===== config.mk =====
export PLATFORM = sky130hd
export DESIGN_NAME = mips_instruction_decoder
export DESIGN_NICKNAME = d
export VERILOG_FILES = /design/src/rtl/mipsdec_pkg.sv /design/src/rtl/mipsdec_core.sv /design/src/rtl/mips_instruction_decoder.sv
export SDC_FILE = /design/constraint.sdc
export NUM_CORES = 1
export LEC_CHECK = 0
export ABC_AREA = 1
export BUFFER_PORTS_ARGS = -buffer_cell sky130_fd_sc_hd__buf_2
export CAP_MARGIN = 10
export CORE_MARGIN = 8
export CORE_UTILIZATION = 59
export CTS_CLUSTER_SIZE = 24
export DETAILED_ROUTE_END_ITERATION = 7
export HOLD_SLACK_MARGIN = 0.02
export PLACE_DENSITY = 0.91
export SETUP_SLACK_MARGIN = 0.4
export SLEW_MARGIN = 20
export SYNTH_ARGS = -nofsm -noshare
export SYNTH_HDL_FRONTEND = slang
export SYNTH_SLANG_ARGS = --single-unit

===== constraint.sdc =====
create_clock -name clk_i -period 5.65 [get_ports clk_i]
set_clock_uncertainty 0.05 [all_clocks]
set_input_delay 1.13 -clock clk_i [delete_from_list [all_inputs] [get_ports clk_i]]
set_output_delay 1.13 -clock clk_i [all_outputs]
set_load 0.02 [all_outputs]

===== src/rtl/mipsdec_pkg.sv =====
// mipsdec_pkg: types, constants and table functions of the instruction decoder
package mipsdec_pkg;

  localparam int unsigned OpW = 7;

  typedef enum logic [1:0] {
    ST_OK  = 2'd0,
    ST_RSV = 2'd1,
    ST_UNS = 2'd2
  } status_e;

  typedef enum logic [2:0] {
    K_UNS = 3'd0,
    K_RSV = 3'd1,
    K_DIR = 3'd2,
    K_SPC = 3'd3,
    K_RIM = 3'd4,
    K_MMI = 3'd5,
    K_CP0 = 3'd6,
    K_CP2 = 3'd7
  } kind_e;

  // zero-field requirement bits: rs, rt, rd, sa
  localparam logic [3:0] ZS = 4'b0001;
  localparam logic [3:0] ZT = 4'b0010;
  localparam logic [3:0] ZD = 4'b0100;
  localparam logic [3:0] ZH = 4'b1000;

  localparam logic [31:0] EretWord     = 32'h4200_0018;
  localparam logic [31:0] VcallmsMask  = 32'hffe0_003f;
  localparam logic [31:0] VcallmsVal   = 32'h4a00_0038;
  localparam logic [31:0] VcallmsrWord = 32'h4a00_d839;
  localparam logic [31:0] Cop2HiMask   = 32'hfe00_0000;
  localparam logic [31:0] Cop2HiVal    = 32'h4a00_0000;
  localparam logic [31:0] MoveMask     = 32'h0000_07fe;
  localparam logic [31:0] Cop0FnMask   = 32'h001f_ffc0;
  localparam logic [31:0] Cop0LowMask  = 32'h0000_07ff;

  localparam logic [OpW-1:0] OpEret     = 7'd109;
  localparam logic [OpW-1:0] OpVcallms  = 7'd110;
  localparam logic [OpW-1:0] OpVcallmsr = 7'd111;
  localparam logic [OpW-1:0] OpVmacro   = 7'd112;
  localparam logic [OpW-1:0] OpQmfc2    = 7'd113;
  localparam logic [OpW-1:0] OpCfc2     = 7'd114;
  localparam logic [OpW-1:0] OpQmtc2    = 7'd115;
  localparam logic [OpW-1:0] OpCtc2     = 7'd116;
  localparam logic [OpW-1:0] OpBc2f     = 7'd117;

  typedef struct packed {
    kind_e          kind;
    logic [OpW-1:0] op;
    logic [3:0]     zero;
  } entry_t;

  typedef struct packed {
    status_e        status;
    logic [OpW-1:0] op;
    logic           is_branch;
    logic           is_likely;
  } dec_t;

  function automatic entry_t de(input logic [OpW-1:0] op, input logic [3:0] z);
    de = '{kind: K_DIR, op: op, zero: z};
  endfunction

  function automatic entry_t primary_lookup(input logic [5:0] opc);
    entry_t e;
    e = '{kind: K_UNS, op: '0, zero: '0};
    case (opc)
      6'h00: e.kind = K_SPC;
      6'h01: e.kind = K_RIM;
      6'h10: e.kind = K_CP0;
      6'h12: e.kind = K_CP2;
      6'h1c: e.kind = K_MMI;
      6'h13, 6'h1d, 6'h3b: e.kind = K_RSV;
      6'h02: e = de(7'd1, 4'd0);
      6'h03: e = de(7'd2, 4'd0);
      6'h04: e = de(7'd3, 4'd0);
      6'h05: e = de(7'd4, 4'd0);
      6'h06: e = de(7'd5, ZT);
      6'h07: e = de(7'd6, ZT);
      6'h08: e = de(7'd7, 4'd0);
      6'h09: e = de(7'd8, 4'd0);
      6'h0a: e = de(7'd9, 4'd0);
      6'h0b: e = de(7'd10, 4'd0);
      6'h0c: e = de(7'd11, 4'd0);
      6'h0d: e = de(7'd12, 4'd0);
      6'h0e: e = de(7'd13, 4'd0);
      6'h0f: e = de(7'd14, ZS);
      6'h18: e = de(7'd15, 4'd0);
      6'h19: e = de(7'd16, 4'd0);
      6'h1a: e = de(7'd17, 4'd0);
      6'h1b: e = de(7'd18, 4'd0);
      6'h1e: e = de(7'd19, 4'd0);
      6'h1f: e = de(7'd20, 4'd0);
      6'h20: e = de(7'd21, 4'd0);
      6'h21: e = de(7'd22, 4'd0);
      6'h22: e = de(7'd23, 4'd0);
      6'h23: e = de(7'd24, 4'd0);
      6'h24: e = de(7'd25, 4'd0);
      6'h25: e = de(7'd26, 4'd0);
      6'h26: e = de(7'd27, 4'd0);
      6'h27: e = de(7'd28, 4'd0);
      6'h28: e = de(7'd29, 4'd0);
      6'h29: e = de(7'd30, 4'd0);
      6'h2a: e = de(7'd31, 4'd0);
      6'h2b: e = de(7'd32, 4'd0);
      6'h2c: e = de(7'd33, 4'd0);
      6'h2d: e = de(7'd34, 4'd0);
      6'h2e: e = de(7'd35, 4'd0);
      6'h37: e = de(7'd36, 4'd0);
      6'h36: e = de(7'd37, 4'd0);
      6'h3e: e = de(7'd38, 4'd0);
      6'h3f: e = de(7'd39, 4'd0);
      6'h14: e = de(7'd40, 4'd0);
      6'h15: e = de(7'd41, 4'd0);
      6'h16: e = de(7'd42, ZT);
      6'h17: e = de(7'd43, ZT);
      default: e.kind = K_UNS;
    endcase
    return e;
  endfunction

  function automatic entry_t special_lookup(input logic [5:0] fn);
    entry_t e;
    e = '{kind: K_UNS, op: '0, zero: '0};
    case (fn)
      6'h01, 6'h05, 6'h0e, 6'h15, 6'h35, 6'h37, 6'h39, 6'h3d: e.kind = K_RSV;
      6'h00: e = de(7'd44, ZS);
      6'h02: e = de(7'd45, ZS);
      6'h03: e = de(7'd46, ZS);
      6'h04: e = de(7'd47, ZH);
      6'h06: e = de(7'd48, ZH);
      6'h07: e = de(7'd49, ZH);
      6'h08: e = de(7'd50, ZT | ZD | ZH);
      6'h09: e = de(7'd51, ZT | ZH);
      6'h0c: e = de(7'd52, 4'd0);
      6'h0d: e = de(7'd53, 4'd0);
      6'h14: e = de(7'd54, ZH);
      6'h16: e = de(7'd55, ZH);
      6'h17: e = de(7'd56, ZH);
      6'h10: e = de(7'd57, ZS | ZT | ZH);
      6'h11: e = de(7'd58, ZT | ZD | ZH);
      6'h12: e = de(7'd59, ZS | ZT | ZH);
      6'h13: e = de(7'd60, ZT | ZD | ZH);
      6'h18: e = de(7'd61, ZH);
      6'h19: e = de(7'd62, ZH);
      6'h1a: e = de(7'd63, ZD | ZH);
      6'h1b: e = de(7'd64, ZD | ZH);
      6'h20: e = de(7'd65, ZH);
      6'h21: e = de(7'd66, ZH);
      6'h22: e = de(7'd67, ZH);
      6'h23: e = de(7'd68, ZH);
      6'h24: e = de(7'd69, ZH);
      6'h25: e = de(7'd70, ZH);
      6'h26: e = de(7'd71, ZH);
      6'h27: e = de(7'd72, ZH);
      6'h2a: e = de(7'd73, ZH);
      6'h2b: e = de(7'd74, ZH);
      6'h2c: e = de(7'd75, ZH);
      6'h2d: e = de(7'd76, ZH);
      6'h2e: e = de(7'd77, ZH);
      6'h2f: e = de(7'd78, ZH);
      6'h28: e = de(7'd79, ZS | ZT | ZH);
      6'h29: e = de(7'd80, ZT | ZD | ZH);
      6'h38: e = de(7'd81, ZS);
      6'h3a: e = de(7'd82, ZS);
      6'h3b: e = de(7'd83, ZS);
      6'h3c: e = de(7'd84, ZS);
      6'h3e: e = de(7'd85, ZS);
      6'h3f: e = de(7'd86, ZS);
      default: e.kind = K_UNS;
    endcase
    return e;
  endfunction

  function automatic entry_t regimm_lookup(input logic [4:0] rt);
    entry_t e;
    e = '{kind: K_UNS, op: '0, zero: '0};
    case (rt)
      5'h00: e = de(7'd87, 4'd0);
      5'h01: e = de(7'd88, 4'd0);
      5'h02: e = de(7'd89, 4'd0);
      5'h03: e = de(7'd90, 4'd0);
      5'h10: e = de(7'd91, 4'd0);
      5'h11: e = de(7'd92, 4'd0);
      5'h12: e = de(7'd93, 4'd0);
      5'h13: e = de(7'd94, 4'd0);
      5'h18: e = de(7'd95, 4'd0);
      5'h19: e = de(7'd96, 4'd0);
      default: e.kind = K_UNS;
    endcase
    return e;
  endfunction

  function automatic entry_t mmi_lookup(input logic [5:0] fn);
    entry_t e;
    e = '{kind: K_UNS, op: '0, zero: '0};
    case (fn)
      6'h00: e = de(7'd97, ZH);
      6'h01: e = de(7'd98, ZH);
      6'h10: e = de(7'd99, ZS | ZT | ZH);
      6'h11: e = de(7'd100, ZT | ZD | ZH);
      6'h12: e = de(7'd101, ZS | ZT | ZH);
      6'h13: e = de(7'd102, ZT | ZD | ZH);
      6'h18: e = de(7'd103, ZH);
      6'h19: e = de(7'd104, ZH);
      6'h1a: e = de(7'd105, ZD | ZH);
      6'h1b: e = de(7'd106, ZD | ZH);
      6'h20: e = de(7'd107, ZH);
      6'h21: e = de(7'd108, ZH);
      default: e.kind = K_UNS;
    endcase
    return e;
  endfunction

endpackage


===== src/rtl/mipsdec_core.sv =====
// mipsdec_core: combinational decode of one registered instruction word
module mipsdec_core (
  input  logic [31:0]           word_i,
  output mipsdec_pkg::dec_t     dec_o
);

  logic [5:0] opc, fn;
  logic [4:0] rs, rt, rd, sa;
  mipsdec_pkg::entry_t pe, se, sel;
  mipsdec_pkg::status_e st;
  logic [mipsdec_pkg::OpW-1:0] op;
  logic zbad;

  assign opc = word_i[31:26];
  assign rs  = word_i[25:21];
  assign rt  = word_i[20:16];
  assign rd  = word_i[15:11];
  assign sa  = word_i[10:6];
  assign fn  = word_i[5:0];

  // table entry selected by the primary opcode and, for SPECIAL, REGIMM and MMI, by the function or rt field
  always_comb begin
    pe = mipsdec_pkg::primary_lookup(opc);
    case (pe.kind)
      mipsdec_pkg::K_SPC: se = mipsdec_pkg::special_lookup(fn);
      mipsdec_pkg::K_RIM: se = mipsdec_pkg::regimm_lookup(rt);
      mipsdec_pkg::K_MMI: se = mipsdec_pkg::mmi_lookup(fn);
      default:            se = pe;
    endcase
    sel = se;
  end

  // required-zero field check
  assign zbad = (sel.zero[0] && rs != 5'd0) || (sel.zero[1] && rt != 5'd0) ||
                (sel.zero[2] && rd != 5'd0) || (sel.zero[3] && sa != 5'd0);

  // status and operation
  always_comb begin
    st = mipsdec_pkg::ST_UNS;
    op = '0;
    case (pe.kind)
      mipsdec_pkg::K_CP0: begin
        if (word_i == mipsdec_pkg::EretWord) begin
          st = mipsdec_pkg::ST_OK;
          op = mipsdec_pkg::OpEret;
        end else if (rs == 5'h00 || rs == 5'h04) begin
          st = ((word_i & mipsdec_pkg::Cop0LowMask) == 32'd0) ?
               mipsdec_pkg::ST_UNS : mipsdec_pkg::ST_RSV;
        end else if (rs == 5'h08) begin
          st = (rt <= 5'd3) ? mipsdec_pkg::ST_UNS : mipsdec_pkg::ST_RSV;
        end else if (rs == 5'h10 && (word_i & mipsdec_pkg::Cop0FnMask) == 32'd0 &&
                     (fn == 6'h01 || fn == 6'h02 || fn == 6'h06 || fn == 6'h08 ||
                      fn == 6'h38 || fn == 6'h39)) begin
          st = mipsdec_pkg::ST_UNS;
        end else begin
          st = mipsdec_pkg::ST_RSV;
        end
      end
      mipsdec_pkg::K_CP2: begin
        if ((word_i & mipsdec_pkg::VcallmsMask) == mipsdec_pkg::VcallmsVal) begin
          st = mipsdec_pkg::ST_OK;
          op = mipsdec_pkg::OpVcallms;
        end else if (word_i == mipsdec_pkg::VcallmsrWord) begin
          st = mipsdec_pkg::ST_OK;
          op = mipsdec_pkg::OpVcallmsr;
        end else if ((word_i & mipsdec_pkg::Cop2HiMask) == mipsdec_pkg::Cop2HiVal &&
                     (fn == 6'h28 || fn == 6'h2c || fn <= 6'h07)) begin
          st = mipsdec_pkg::ST_OK;
          op = mipsdec_pkg::OpVmacro;
        end else if ((word_i & mipsdec_pkg::Cop2HiMask) == mipsdec_pkg::Cop2HiVal &&
                     (fn == 6'h20 || fn == 6'h22 || fn == 6'h24 || fn == 6'h26)) begin
          if (rt != 5'd0) begin
            st = mipsdec_pkg::ST_RSV;
          end else begin
            st = mipsdec_pkg::ST_OK;
            op = mipsdec_pkg::OpVmacro;
          end
        end else if (rs >= 5'h10 && (fn == 6'h38 || fn == 6'h39)) begin
          st = mipsdec_pkg::ST_RSV;
        end else if (rs == 5'h01 || rs == 5'h02 || rs == 5'h05 || rs == 5'h06) begin
          if ((word_i & mipsdec_pkg::MoveMask) != 32'd0) begin
            st = mipsdec_pkg::ST_RSV;
          end else begin
            st = mipsdec_pkg::ST_OK;
            case (rs)
              5'h01:   op = mipsdec_pkg::OpQmfc2;
              5'h02:   op = mipsdec_pkg::OpCfc2;
              5'h05:   op = mipsdec_pkg::OpQmtc2;
              default: op = mipsdec_pkg::OpCtc2;
            endcase
          end
        end else if (rs == 5'h08) begin
          if (rt > 5'd3) begin
            st = mipsdec_pkg::ST_RSV;
          end else begin
            st = mipsdec_pkg::ST_OK;
            op = mipsdec_pkg::OpBc2f + {5'd0, rt[1:0]};
          end
        end else begin
          st = mipsdec_pkg::ST_UNS;
        end
      end
      default: begin
        case (sel.kind)
          mipsdec_pkg::K_RSV: st = mipsdec_pkg::ST_RSV;
          mipsdec_pkg::K_DIR: begin
            if (zbad) begin
              st = mipsdec_pkg::ST_RSV;
            end else begin
              st = mipsdec_pkg::ST_OK;
              op = (word_i == 32'd0) ? '0 : sel.op;
            end
          end
          default: st = mipsdec_pkg::ST_UNS;
        endcase
      end
    endcase
  end

  // branch flags from the operation
  always_comb begin
    dec_o.status    = st;
    dec_o.op        = op;
    dec_o.is_branch = (op >= 7'd1 && op <= 7'd6) || (op >= 7'd40 && op <= 7'd43) ||
                      op == 7'd50 || op == 7'd51 || (op >= 7'd87 && op <= 7'd94) ||
                      (op >= 7'd117 && op <= 7'd120);
    dec_o.is_likely = (op >= 7'd40 && op <= 7'd43) || op == 7'd89 || op == 7'd90 ||
                      op == 7'd93 || op == 7'd94 || op == 7'd119 || op == 7'd120;
  end

endmodule


===== src/rtl/mips_instruction_decoder.sv =====
// mips_instruction_decoder: top level, input register, decode and result register
// result strobe: the item passes the input register, then the result register, after the start edge that accepts it
// throughput: one item per cycle; busy is never raised
// path: input word register, table decode, result register
// reset: strobes and valid flags clear asynchronously; payload registers are not reset
// results are shown for one cycle only; the receiver cannot stall
module mips_instruction_decoder (
  input  logic        clk_i,
  input  logic        rst_ni,
  input  logic        start,
  output logic        busy,
  input  logic [31:0] instruction_word_i,
  output logic        done_o,
  output logic [1:0]  status_o,
  output logic [6:0]  operation_code_o,
  output logic [4:0]  source_reg_o,
  output logic [4:0]  target_reg_o,
  output logic [4:0]  dest_reg_o,
  output logic [4:0]  shift_amount_o,
  output logic [5:0]  function_field_o,
  output logic [15:0] immediate_value_o,
  output logic [25:0] jump_target_o,
  output logic [14:0] vector_immediate_o,
  output logic        is_branch_o,
  output logic        is_likely_o
);

  logic in_vld_q, out_vld_q;
  logic [31:0] word_q, rword_q;
  mipsdec_pkg::dec_t dec, dec_q;

  assign busy = 1'b0;

  // valid pipeline
  always_ff @(posedge clk_i or negedge rst_ni) begin
    if (!rst_ni) begin
      in_vld_q  <= 1'b0;
      out_vld_q <= 1'b0;
    end else begin
      in_vld_q  <= start && !busy;
      out_vld_q <= in_vld_q;
    end
  end

  // payload registers
  always_ff @(posedge clk_i) begin
    if (start) begin
      word_q <= instruction_word_i;
    end
    if (in_vld_q) begin
      rword_q <= word_q;
      dec_q   <= dec;
    end
  end

  mipsdec_core u_core (
    .word_i (word_q),
    .dec_o  (dec)
  );

  assign done_o             = out_vld_q;
  assign status_o           = dec_q.status;
  assign operation_code_o   = dec_q.op;
  assign is_branch_o        = dec_q.is_branch;
  assign is_likely_o        = dec_q.is_likely;
  assign source_reg_o       = rword_q[25:21];
  assign target_reg_o       = rword_q[20:16];
  assign dest_reg_o         = rword_q[15:11];
  assign shift_amount_o     = rword_q[10:6];
  assign function_field_o   = rword_q[5:0];
  assign immediate_value_o  = rword_q[15:0];
  assign jump_target_o      = rword_q[25:0];
  assign vector_immediate_o = rword_q[20:6];

`ifndef SYNTHESIS
  a_done_follows: assert property (@(posedge clk_i) disable iff (!rst_ni)
    start |=> ##1 done_o) else $error("missing result strobe");
  a_no_spurious: assert property (@(posedge clk_i) disable iff (!rst_ni)
    done_o |-> $past(start, 2)) else $error("result without item");
  a_fault_clear: assert property (@(posedge clk_i) disable iff (!rst_ni)
    (done_o && status_o != mipsdec_pkg::ST_OK) |->
    (operation_code_o == 7'd0 && !is_branch_o))
    else $error("fault carries an operation");
  a_likely_branch: assert property (@(posedge clk_i) disable iff (!rst_ni)
    (done_o && is_likely_o) |-> is_branch_o) else $error("likely without branch");
`endif

endmodule


==> reports/metrics.cfg, run 1 <==
[status]
status = complete, no violations

[cells_and_area]
antenna_cells = 0
stdcell_count = 943
n_fill_cell = 780
final_layout_size_suffix_gt1_frac = 0.2536
area_growth_pct = 9.484
final_common_cell = nand2_1
final_core_util = 0.6612
nNetsFinal = 866
most-common-layout-cells = nand2_1 (155), buf_2 (129), nor2_1 (93), inv_1 (91), nand3_1 (89)

[global_routing]
grt_usage = 0.2317
antenna_found_initial = 0
grt_pass1_wl_mm = 24.29
overflow = 0
grt_pass1_vias = 5062
grt_max_degree = 34

[synthesis]
yosysSeqAreaShare = 0.3839
ys_types = 40
syn_area_per_cell_um2 = 7.370
synth_flop_cell = edfxtp_1
yosysTopAreaCell = edfxtp_1
async_flop_share = 0.02817
ys_seq_elements = 71
netlist.area_leader.share = 0.3748
synth_warnings = 0
synth_area_leaders = edfxtp_1 (37%), nand2_1 (11%), nand3_1 (8.1%)
synth_area_mm2 = 0.005528
synth_edf_count = 69
synthesis.nets = 789
synth_cells = 750

[clock_network]
ctsRootBufferMaster = clkbuf_8
cts_made_buffers = 9
insertion_delay_ns = 0.35
ctsResizeCount = 0
path_clk_slew_ns = 0.08
ctsHoldBuffers = 0
cts_tree = built
htreeDepth = 3
postCtsSetupBuffers = 0
clockBufferDepth = 2
clkSinkCount = 71

[power]
max-vdd-ir-drop_uv = 156.1
swShare = 0.3442
seqPwrFrac = 0.440
power.leakage_nw = 3.058
p_int_mw = 1.013
netSwitchingPower_uw = 531.6
comb_power_share = 0.277
clockPowerShare = 0.283
p_per_area_mw_per_mm2 = 255.2

[floorplan]
io_pins = 131
die_width_um = 112.8
dieArea_mm2 = 0.01272
fp-row-count = 35
initial_core_util = 0.6040
die_y_um = 112.8
coreArea_mm2 = 0.009153

[placed_design]
hpwl_mm = 11.78
io_buffers = 129
dpl.cell_count = 927
gp_congestion = 1.058

[timing]
hold_viol = 0
slew_viol_final = 0
relSlewSlack = 0.4870
finalSetupViolCount = 0
tns_ns = 0
finalCritPeriodShare = 0.5746
period_minus_slack_ns = 3.246
tightest_slew_ns = 0.7696
fmax_mhz = 308.0
hold_ws_ns = 0.4052
rsz0062_at_grt = no

[setup_path]
worstPathMaxFanout = 12
worst_setup_path_end_kind = flip-flop
worstPathArrival_ns = 3.30
critical_path.max_stage_delay_ns = 0.46
crit_path_start_kind = flip-flop
slowest_stage = edfxtp_1
critPathRequiredTime_ns = 5.71
path_buf_inv = 3
cp_common_cell = nand3_1
cp_cell_sequence = nor2_1 -> nand2_1 -> nor2_2 -> inv_2 -> nand2_2 -> nor2_4 -> clkinv_2 -> nand3_1 -> nand3_1 -> nand3_1 -> nor2_4 -> nand2_1 -> nand2_2 -> nand2_1 -> inv_2 -> nand2_1 -> nand3_1 -> nor2_1 -> nor2_1 -> nand3_1
path_delay_family = simple AND/OR/NAND/NOR gates
crit_type = reg -> reg

[drt]
dr.pass1.iters = 5
vias_per_cell = 5.735
drtIter0Drc = 559
num_vias = 5408
ant_nets = 0
drc = 0
drt_wl_total_mm = 14.98
wl_per_cell_um = 15.89

[run]
drv_cap = 0

[worst_hold_path]
min_path_type = reg -> reg

[Yosys cell counts (14+ instances only)]
master,number
nand4_1,23
nor2_1,93
nor2_2,14
o21ai_0,18
nor3_1,16
nand3_1,89
inv_1,91
inv_2,15
nand2_2,20
a21oi_1,21
buf_4,59
edfxtp_1,69
nand2_1,155
[registers in the layout, summed over array words and instances, names as in the netlist]
signal,flops
is_branch_o,1
rword_q,26
done_o,1
status_o,2
is_likely_o,1
word_q,32
operation_code_o,7
in_vld_q,1
[worst register-to-register path: stages (launching register included)]
cell and delay (ns):
edfxtp_1 0.46, nor2_1 0.29, nand2_1 0.17, nor2_2 0.42, inv_2 0.16, nand2_2 0.13
nor2_4 0.06, clkinv_2 0.10, nand3_1 0.07, nand3_1 0.07, nand3_1 0.13, nor2_4 0.18
nand2_1 0.08, nand2_2 0.12, nand2_1 0.08, inv_2 0.07, nand2_1 0.06, nand3_1 0.07
nor2_1 0.04, nor2_1 0.11, nand3_1 0.07
[stage by stage]
stage	setup slack (ns)	total power [mW]	instance area, um2
6_report	2.404	1.544	6052
3_3_place_gp	2.417	1.106	5839
4_1_cts	2.434	1.542	6052
5_1_grt	2.113	1.611	6052
3_5_place_dp	2.436	1.112	5839
2_1_floorplan	3.132	1.024	5528
[routing by layer]
metal / routed length, um / global-route usage / share of wire / up-vias
met5: 0 / 0 / 0 / -
met3: 1514 / 0.05165 / 0.10 / 56
li1: - / - / - / 2604
met4: 540 / 0.1142 / 0.036 / 0
met1: 5914 / 0.2747 / 0.39 / 2400
met2: 7011 / 0.3891 / 0.47 / 348
[power by group through the flow]
stage | combinational (mW) | clock [mW] | sequential (mW)
floorplan | 0.299 | 0 | 0.725
global placement | 0.420 | 0 | 0.686
detailed placement | 0.422 | 0 | 0.690
CTS | 0.424 | 0.439 | 0.679
global route | 0.467 | 0.458 | 0.686
finish | 0.428 | 0.437 | 0.679
[logic make-up after synthesis]
kind of cell    share of synthesized area
simple gates                       0.3678
buf+inv                            0.1598
flops                              0.3839
compound gates                    0.07877
fa+ha+maj                        0.009054
other cells                     0.0006784
[area by class of cell]
class / count / area, um2 / area share
tap: 111 / 138.9 / 0.02295
multi-input combinational: 508 / 2522 / 0.4168
inverter: 107 / 402.9 / 0.06657
clock inverter: 6 / 85.08 / 0.01406
sequential: 71 / 2122 / 0.3506
timing repair buffer: 130 / 653.1 / 0.1079
clock buffer: 10 / 127.6 / 0.02109
[final timing paths]
check | start | depth (start not counted) | endpoint | slack (ns)
hold reg to reg | word_q[6] | 0 | rword_q[6] | 0.41
min in group asynchronous | rst_ni | 1 | done_o | 0.50
setup / recovery | word_q[26] | 20 | is_branch_o | 2.40
setup reg to reg | word_q[26] | 20 | is_branch_o | 2.40
max in group asynchronous | rst_ni | 1 | in_vld_q | 4.96
hold / removal | word_q[6] | 0 | rword_q[6] | 0.41
(Power assumes the default switching activity.)
==> inputs of run 2 (changes only) <==
CORE_UTILIZATION = 50   (was 59)
PLACE_DENSITY = 0.82   (was 0.91)
clock period = 2.96 ns   (was 5.65 ns; I/O delays follow)
==> reports/metrics.cfg, run 2 (synthesized netlist as in run 1, its figures left out) <==
[floorplan]
fp-row-count = 38
die_width_um = 121.1
io_pins = 131
die_y_um = 121.1
dieArea_mm2 = 0.01468
initial_core_util = 0.5122
coreArea_mm2 = 0.01079

[clock_network]
clockBufferDepth = 2
insertion_delay_ns = 0.38
cts_tree = built
ctsRootBufferMaster = clkbuf_8
htreeDepth = 3
clkSinkCount = 71
path_clk_slew_ns = 0.08
cts_made_buffers = 9

[cells_and_area]
largest_reg_flops = 32
final_common_cell = buf_2
nNetsFinal = 967
antenna_cells = 0
top_register = word_q
final_layout_size_suffix_gt1_frac = 0.4427
area_growth_pct = 36.42
n_fill_cell = 795
most-common-layout-cells = buf_2 (129), nand2_1 (121), buf_4 (85), inv_1 (84), edfxtp_1 (69)

[setup_path]
worstPathMaxFanout = 6
worst_setup_path_end_kind = flip-flop
cp_cell_sequence = inv_2 -> nor2_2 -> buf_6 -> nand3_4 -> buf_4 -> nand2_1 -> nor2_1 -> nand4_1 -> nor2_1 -> nand2_1 -> nand2_1 -> nand3_1 -> nand2_1 -> inv_1 -> nand2_1 -> nand2_2 -> buf_4 -> inv_1 -> nor2_1 -> nand3_1 -> nand3_1 -> nor2_1 -> nand3_1
slowest_stage = edfxtp_1
crit_type = reg -> reg
crit_path_start = word_q[2]
r2r_setup_slack_ns = -0.09
r2r-end = is_branch_o
critical_path.max_stage_delay_ns = 0.55
r2r_start = word_q[2]
ff2ff_path_depth = 23
cp-endpoint = is_branch_o
worstPathArrival_ns = 3.13
crit_path_start_kind = flip-flop
critPathRequiredTime_ns = 3.04
cp_common_cell = nand2_1

[timing]
tightest_slew_ns = 0.7715
relSlewSlack = 0.4857
hold_ws_ns = 0.3337
fmax_mhz = 327.6
finalCritPeriodShare = 1.031
hold_viol = 0
rsz0062_at_grt = yes
finalSetupViolCount = 2
period_minus_slack_ns = 3.053
fin_ws_ns = -0.09274
slew_viol_final = 0

[global_routing]
grt_pass1_vias = 5513
antenna_found_initial = 0
overflow = 0
grt_max_degree = 39
grt_pass1_wl_mm = 27.31
grt_usage = 0.2321

[drt]
num_vias = 5993
vias_per_cell = 5.585
drt_wl_total_mm = 18.84
drc = 0
dr.pass1.iters = 5
ant_nets = 0
drtIter0Drc = 852
wl_per_cell_um = 17.56

[power]
p_per_area_mw_per_mm2 = 418.0
power.leakage_nw = 3.723
max-vdd-ir-drop_uv = 344.8
finalPower_mw = 3.152

[run]
drv_cap = 0

[placed_design]
io_buffers = 129
hpwl_mm = 12.92
gp_congestion = 1.006

[worst_hold_path]
min_path_type = in -> reg

[status]
violations = setup timing
status = finished with violations

[run 2: metrics by stage]
step,area [um2],TNS [ns],setup WS [ns],cells,util
floorplan,5528,0,0.4420,750,-
global placement,6271,0,0.06109,1007,0.5810
detailed placement,6271,-0.03080,-0.03080,1007,0.5810
CTS,6882,0,0.1633,1045,0.6376
global route,7541,-0.2310,-0.1461,1073,0.6987
finish,7541,-0.1112,-0.09274,1073,0.6987
[run 2: area by class of cell]
class	instances	area [um2]	area share
multi-input cells	508	3157	0.4186
flip-flops and latches	71	2122	0.2814
repair buffers	231	1496	0.1984
inverters	107	410.4	0.05442
well taps	140	175.2	0.02323
clock buffers	10	137.6	0.01825
clock inverters	6	42.54	0.005641
[run 2: repair_timing]
item,4_1_cts,5_1_grt
setup buffers,20,27
endpoints found under the hold margin,2,0
endpoints found under the setup margin,4,7
pin swaps,33,45
gates cloned,1,1
resized for setup,67,110
hold buffers,1,0
[run 2: worst max-delay path, delay by kind of cell, from the launching register on]
family        cells  cell delay, ns
buf+inv           6            0.64
flops             1            0.55
simple gates     17            1.56
[run 2: worst min path at each step]
stage / from / end / slack [ns] / cells past startpoint
after floorplan: rst_ni / done_o / 0.25 / 0
after global placement: rst_ni / in_vld_q / 0.33 / 1
after detailed placement: rst_ni / done_o / 0.33 / 1
after CTS: instruction_word_i[0] / word_q[0] / 0.33 / 1
after global routing: instruction_word_i[4] / word_q[4] / 0.32 / 1
final: instruction_word_i[0] / word_q[0] / 0.33 / 1
[run 2: metal layers]
| metal | global-route usage | routed length, um | up-vias |
|---|---|---|---|
| met5 | 0 | 0 | - |
| met3 | 0.05770 | 1737 | 81 |
| li1 | - | - | 2803 |
| met1 | 0.2816 | 7261 | 2736 |
| met4 | 0.1033 | 777 | 0 |
| met2 | 0.3827 | 9063 | 373 |
[run 2: report_power, final]
part	switching [mW]	leakage [nW]	internal, mW	total [mW]
logic	0.730	2.94	0.412	1.14
clock network	0.394	0.0891	0.329	0.723
registers	0.0671	0.697	1.22	1.29
==> inputs of run 3 (changes only) <==
PLACE_DENSITY = 0.78   (was 0.82)
==> reports/metrics.cfg, run 3 (synthesized netlist as in run 1, its figures left out) <==
[drt]
drtIter0Drc = 498
drc = 0
dr.pass1.iters = 5
vias_per_cell = 5.571
drt_wl_total_mm = 17.94
dr_wl_met3_mm = 1.893
ant_nets = 0
wl_met2_mm = 8.539
num_vias = 5889
drt-met1-wl_mm = 6.923
dr.max_layer_used = met4
wl_per_cell_um = 16.97

[cells_and_area]
top_register = word_q
area_growth_pct = 31.15
most-common-layout-cells = nand2_1 (131), buf_2 (129), inv_1 (84), buf_4 (72), edfxtp_1 (69)
final_layout_size_suffix_gt1_frac = 0.4209
nNetsFinal = 951
antenna_cells = 0
largest_reg_flops = 32
final_area_mm2 = 0.007249
final_common_cell = nand2_1

[floorplan]
die_width_um = 121.1
coreArea_mm2 = 0.01079
die_y_um = 121.1
initial_core_util = 0.5122
dieArea_mm2 = 0.01468
io_pins = 131
fp-row-count = 38

[setup_path]
crit_type = reg -> reg
worstPathMaxFanout = 6
cp_common_cell = nand2_1
path_delay_family = simple AND/OR/NAND/NOR gates
critPathRequiredTime_ns = 3.04
path_buf_inv = 5
ff2ff_path_depth = 23
worstPathArrival_ns = 3.04
r2r_start = word_q[0]
critical_path.max_stage_delay_ns = 0.53
crit_path_start_kind = flip-flop
r2r-end = is_branch_o
r2r_setup_slack_ns = -0.009
slowest_stage = edfxtp_1
cp_cell_sequence = buf_6 -> buf_6 -> nor2_4 -> buf_6 -> nand3_4 -> inv_2 -> nor2_4 -> nand2_1 -> nor2_2 -> nand3_4 -> nand2_2 -> a21oi_2 -> nor2_4 -> nand2_2 -> nand2_4 -> inv_2 -> nand2_2 -> nor2_4 -> nand2_1 -> nand2_1 -> nand2_1 -> nand2_1 -> nand3_1
worst_setup_path_end_kind = flip-flop

[timing]
slew_viol_final = 0
tightest_slew_ns = 0.7745
rsz0062_at_grt = yes
finalSetupViolCount = 1
hold_ws_ns = 0.3367
relSlewSlack = 0.4837
fmax_mhz = 336.8
period_minus_slack_ns = 2.969
hold_viol = 0
finalCritPeriodShare = 1.003
fin_ws_ns = -0.008948

[worst_hold_path]
min_path_cells = 1
hp-start = instruction_word_i[5]
min_path_type = in -> reg
whs_endpoint = word_q[5]

[power]
p_per_area_mw_per_mm2 = 425.3
max-vdd-ir-drop_uv = 311.7
finalPower_mw = 3.083
power.leakage_nw = 3.556

[status]
violations = setup timing
status = finished with violations

[clock_network]
ctsRootBufferMaster = clkbuf_8
cts_made_buffers = 9
path_clk_slew_ns = 0.08
htreeDepth = 3
clkSinkCount = 71
cts_tree = built
insertion_delay_ns = 0.37
clockBufferDepth = 2

[global_routing]
overflow = 0
grt_pass1_wl_mm = 28.12
antenna_found_initial = 0
grt_max_degree = 39
grt_usage = 0.2399
grt_pass1_vias = 5628

[placed_design]
hpwl_mm = 13.00
placed_cell_area_mm2 = 0.006223
gp_congestion = 1.006
io_buffers = 129

[run]
drv_cap = 0

## run 3: where the power goes
group	switching [mW]	internal, mW
clock network	0.400	0.310
logic	0.704	0.385
registers	0.0641	1.22
total	1.17	1.92
## run 3: cell type report
type                       count  area (um2)
fill                         888        3543
multi-input combinational    510        3019
sequential                    71        2122
timing repair buffer         213        1346
inverter                     107       407.9
tap                          140       175.2
clock buffer                   9       123.9
clock inverter                 7       55.05
## run 3: metrics by stage
stage / util / TNS, ns / worst slack [ns] / cells
after floorplan: - / 0 / 0.4420 / 750
after global placement: 0.5766 / -0.01327 / -0.01327 / 999
after detailed placement: 0.5766 / -0.02661 / -0.02661 / 999
after CTS: 0.6508 / 0 / 0.2048 / 1048
after global routing: 0.6717 / -0.2898 / -0.1758 / 1057
final: 0.6717 / -0.008948 / -0.008948 / 1057
## run 3: per-layer routing
layer  GRT usage  up-vias
li1            -     2775
met3     0.07213       69
met1      0.2784     2677
met4      0.1118        0
met5           0        -
met2      0.3993      368
## run 3: repair_timing
action | in CTS | in global routing
cloned | 2 | 0
pin swaps | 37 | 22
setup endpoints to repair | 5 | 8
buffers inserted | 30 | 9
gates resized for setup | 92 | 44
hold endpoints to repair | 2 | 0
hold buffers | 1 | 0
## run 3: worst max-delay path by stage
stage / start / end / slack, ns / depth (start not counted)
global placement: word_q[4] / is_branch_o / -0.01 / 19
finish: word_q[0] / is_branch_o / -0.009 / 23
detailed placement: word_q[5] / is_branch_o / -0.03 / 18
floorplan: word_q[29] / is_branch_o / 0.44 / 20
CTS: word_q[0] / is_branch_o / 0.20 / 20
global route: word_q[0] / is_branch_o / -0.18 / 18
## run 3: worst reg2reg max path, cell delays in order (launching register included)
cell	delay (ns)
edfxtp_1	0.53
buf_6	0.19
buf_6	0.12
nor2_4	0.23
buf_6	0.15
nand3_4	0.09
inv_2	0.09
nor2_4	0.04
nand2_1	0.07
nor2_2	0.05
nand3_4	0.09
nand2_2	0.06
a21oi_2	0.16
nor2_4	0.09
nand2_2	0.10
nand2_4	0.07
inv_2	0.07
nand2_2	0.06
nor2_4	0.15
nand2_1	0.07
nand2_1	0.05
nand2_1	0.05
nand2_1	0.05
nand3_1	0.06
